<file path="src/rtl/gfba_ram.sv">
`default_nettype none

// Simple dual-port RAM: one write port, one read port with registered data.
module gfba_ram #(
	parameter int ADDR_W = 4,
	parameter int DATA_W = 7
) (
	input wire logic clk,
	input wire logic we,
	input wire logic [ADDR_W-1:0] waddr,
	input wire logic [DATA_W-1:0] wdata,
	input wire logic [ADDR_W-1:0] raddr,
	output logic [DATA_W-1:0] rdata
);

	logic [DATA_W-1:0] mem [2**ADDR_W];

	// Write port.
	always_ff @(posedge clk) begin
		if (we) begin
			mem[waddr] <= wdata;
		end
	end

	// Read port with registered data.
	always_ff @(posedge clk) begin
		rdata <= mem[raddr];
	end

endmodule

`default_nettype wire

</file>
<file path="config.mk">
export PLATFORM = sky130hd
export DESIGN_NAME = gfba_ram
export DESIGN_NICKNAME = d
export VERILOG_FILES = /design/src/rtl/gfba_ram.sv
export SDC_FILE = /design/constraint.sdc
export NUM_CORES = 1
export LEC_CHECK = 0
export BUFFER_PORTS_ARGS = -buffer_cell sky130_fd_sc_hd__buf_4
export CORE_MARGIN = 2
export CORE_UTILIZATION = 44
export DETAILED_ROUTE_END_ITERATION = 16
export PLACE_DENSITY = 0.59
export SLEW_MARGIN = 5
export SYNTH_ARGS = -nofsm -noshare
export SYNTH_HDL_FRONTEND = slang
export SYNTH_SLANG_ARGS = --single-unit
</file>
<file path="constraint.sdc">
create_clock -name clk -period 2.8 [get_ports clk]
set_input_delay 0.14 -clock clk [delete_from_list [all_inputs] [get_ports clk]]
set_output_delay 0.14 -clock clk [all_outputs]
set_load 0.02 [all_outputs]
</file>
---- Word-level counts from Yosys, hierarchy flattened ----
Memory sizes are Yosys's and may differ from the RTL's. A register that Yosys moved wholly into a read port is not among the register bits.
Cells that the tools add are included.
operators by class
  muxes and demuxes ....................... 2
operators by type and width
  cell               number
  1-bit two-way mux  2
storage, ports and cells
  register bits after elaboration ......... 0
  bits in writable memories ............... 112
  word-level logic and storage cells ...... 3
  memories kept ........................... 1
memories
  name  depth  bits a word  rd ports  clocked after memory_dff  write ports  RTL line  RTL
  mem   16     7            1         1                         1            16        logic [DATA_W-1:0] mem [2**ADDR_W];

---- Longest topological paths before layout ----
  depth after elaboration ................. 2
  mapped depth ............................ 5
  gate-level depth less buffers ........... 3

---- Worst setup path before layout ----
No wires, ideal clock.
  kind .................................... in2reg
  from .................................... input waddr[2]
  to ...................................... memory mem[0][0] (enable)
  library setup time ...................... 0.380 ns
  arrival time ............................ 1.183 ns
  data required time ...................... 2.420 ns
  setup slack ............................. 1.237 ns
  cell stages on the path ................. 2
  buffers on the path ..................... 0
  path through ............................ or3b_2 -> nor3_1
RTL lines
  element             RTL line  RTL
  start: declaration  10        input wire logic [ADDR_W-1:0] waddr,
  end: declaration    16
No word-level cell before the write port.

==> results.cfg <==
[clocking]
ctsHtreeMaxLevel = 4
numCtsBuffers = 17
clock_sinks = 119
post-cts-setup-buffers = 0
clk_latency_ns = 0.50
clk_path_buf_depth = 2
cts_hold_buf = 7
cts_tree = yes
cts_root_buf = clkbuf_8
clk_pin_slew_ns = 0.06
cts_resized = 0

[timing]
setup_violations = 0
tns_ns = 0
finalHoldViolCount = 0
skew_ns = 0.00689
finalCriticalPeriod_ns = 1.45
drv_slew = 0
fin_crit_sh = 0.516
worstMarginPinSlew_ns = 0.773
worst_slack_ns = 1.35
timing.slew.headroom = 0.483
holdWs_ns = 0.168
rsz0062_at_grt = false
fmax_mhz = 692

[synthesis]
synth_common_cells = edfxtp_1 (112), mux4_1 (17), a22oi_1 (14), nor2_1 (13), mux4_2 (11)
synth_area_leader_cell = edfxtp_1
synth_seq_cells = 119
postSynthAreaPerCell_um2 = 22.3
syn-cell-area_um2 = 4530
ys_warn_count = 0
synthDistinctLibCells = 19
synth_top_area_share = 0.742
synth_edf_count = 112
synth_cells = 203
async_flop_share = 0
seq_area_frac_synth = 0.773
synth.area.top_cells = edfxtp_1 (74%), mux4_1 (9.9%), mux4_2 (5.5%), dfxtp_1 (3.1%), a22oi_1 (2.3%)
synth_ff_type = edfxtp_1
syn_nets = 220
synthMostInstantiatedCell = edfxtp_1

[job]
maxCapViolCount = 0

[cells_and_area]
fill_cells = 776
multi_input_area_um2 = 958
final_cell_area_um2 = 5470
final_util = 0.540
nets = 265
antenna_cells = 0
seq_area_um2 = 3500
area_growth_pct = 20.8
drive_gt1_frac = 0.264

[routing]
drtAntennaViolNets = 0
m1WireLength_mm = 4.32
viasPerCell = 5.43
wl_mm = 9.07
routed.top_layer = met4
first_pass_iters = 4
drt-wirelength-per-cell_um = 22.9
drtIter0Drc = 179
vias = 2154
wl_met3_um = 534
wl_met2_mm = 4.18
drc = 0

[setup_path]
crit_path_max_fanout = 1
critPathKind = reg2reg
cp.arrival_ns = 1.82
cp.required_ns = 3.17
crit_chain = mux4_1 > a22oi_1 > nand2_1
cpLargestDelayFamily = multiplexers
worst_path_largest_cell_delay_ns = 0.56
critical_path.slowest_cell = mux4_1
crit_path_end_kind = register
critPathBufInv = 0
start_kind = register

[grt]
grt_usage = 0.177
grt_pass1_wl_mm = 13.7
grt_overflow = 0
antenna_found_initial = 0
grt_pass1_vias = 2185
grt_max_degree = 29

[power]
ir_drop_mv = 0.401
power.leakage_nw = 1.84
pwr_density_cell_nw_per_um2 = 777

[floorplan]
pin_count = 24
die_w_um = 105
row_count = 37
die-area_um2 = 11100
initial_utilization = 0.447
die_height_um = 105
fp.coreArea_um2 = 10100

[place]
port_buffers = 23
pre_cts_slack_ns = 1.01
dp_hpwl_mm = 5.56
place_area_um2 = 4830
routabilityCongestion = 0.702

[hold_path]
hold_path_class = in2reg

[outcome]
status = finished, final reports clean
## state kept, by name, indices dropped and copies added, names as in the netlist
| signal | count |
|---|---|
| mem | 112 |
| rdata | 7 |
## path summary, 6_finish.rpt
check	start	endpoint	slack, ns	cells after the start
max	mem[9][0]	rdata[0]	1.35	3
min	waddr[0]	mem[0][1]	0.17	3
max reg2reg	mem[9][0]	rdata[0]	1.35	3
min reg2reg	mem[4][5]	rdata[5]	0.69	3
## layout by cell type, fill, tap and decap left out
cell type and count:
mux4_1 17, edfxtp_1 112, nand3b_1 2, and2_1 1, nor2b_1 2, buf_4 27
mux4_2 11, nor3_1 4, dfxtp_1 7, dlygate4sd3_1 7, clkbuf_8 1, nand2b_1 2
clkinv_4 2, nand2_1 8, clkinvlp_4 5, clkbuf_16 16, clkinv_1 2, clkinv_2 1
nand3_1 1, bufinv_16 2, a22oi_1 14, or3b_2 1, nor2_1 13, inv_6 3
## metrics by stage
stage                     total power [mW]  instances
after floorplan                       2.15        203
after global placement                2.25        358
after detailed placement              2.25        358
after CTS                             4.28        397
after global routing                  4.38        397
final                                 4.25        397
## layer usage
metal,track usage,vias up
met4,0.0771,0
met5,0,-
met3,0.0365,2
met1,0.268,1118
met2,0.249,73
li1,-,961
## worst reg2reg max path: cells and delay by family (launching register included)
family             cells  cell delay (ns)
AOI/OAI and AO/OA      1             0.28
muxes                  1             0.56
and+or+nand+nor        1             0.09
DFF                    1             0.39
## cell type report
class / instances / area share
repair buffers: 34 / 0.0498
flip-flops and latches: 119 / 0.640
multi-input cells: 76 / 0.175
clock buffers: 17 / 0.0757
clock inverters: 15 / 0.0281
well taps: 136 / 0.0311
## cells by family (layout without fill, tap and decap cells)
| group | count (synthesis) | in the layout | share of synthesized area |
|---|---|---|---|
| AND/OR/NAND/NOR | 34 | 34 | 0.0351 |
| AO/OA/AOI/OAI | 14 | 14 | 0.0232 |
| buffers and inverters | 8 | 66 | 0.0152 |
| flip-flops | 119 | 119 | 0.773 |
| multiplexers | 28 | 28 | 0.153 |
## power breakdown
| group | switching (mW) | total, mW | internal (mW) | leakage, nW |
|---|---|---|---|---|
| logic | 0.124 | 0.216 | 0.0917 | 0.507 |
| clock network | 0.765 | 2.03 | 1.27 | 0.262 |
| registers | 0.0129 | 2.01 | 1.99 | 1.07 |
| total | 0.902 | 4.25 | 3.35 | 1.84 |
(Power assumes the default switching activity.)
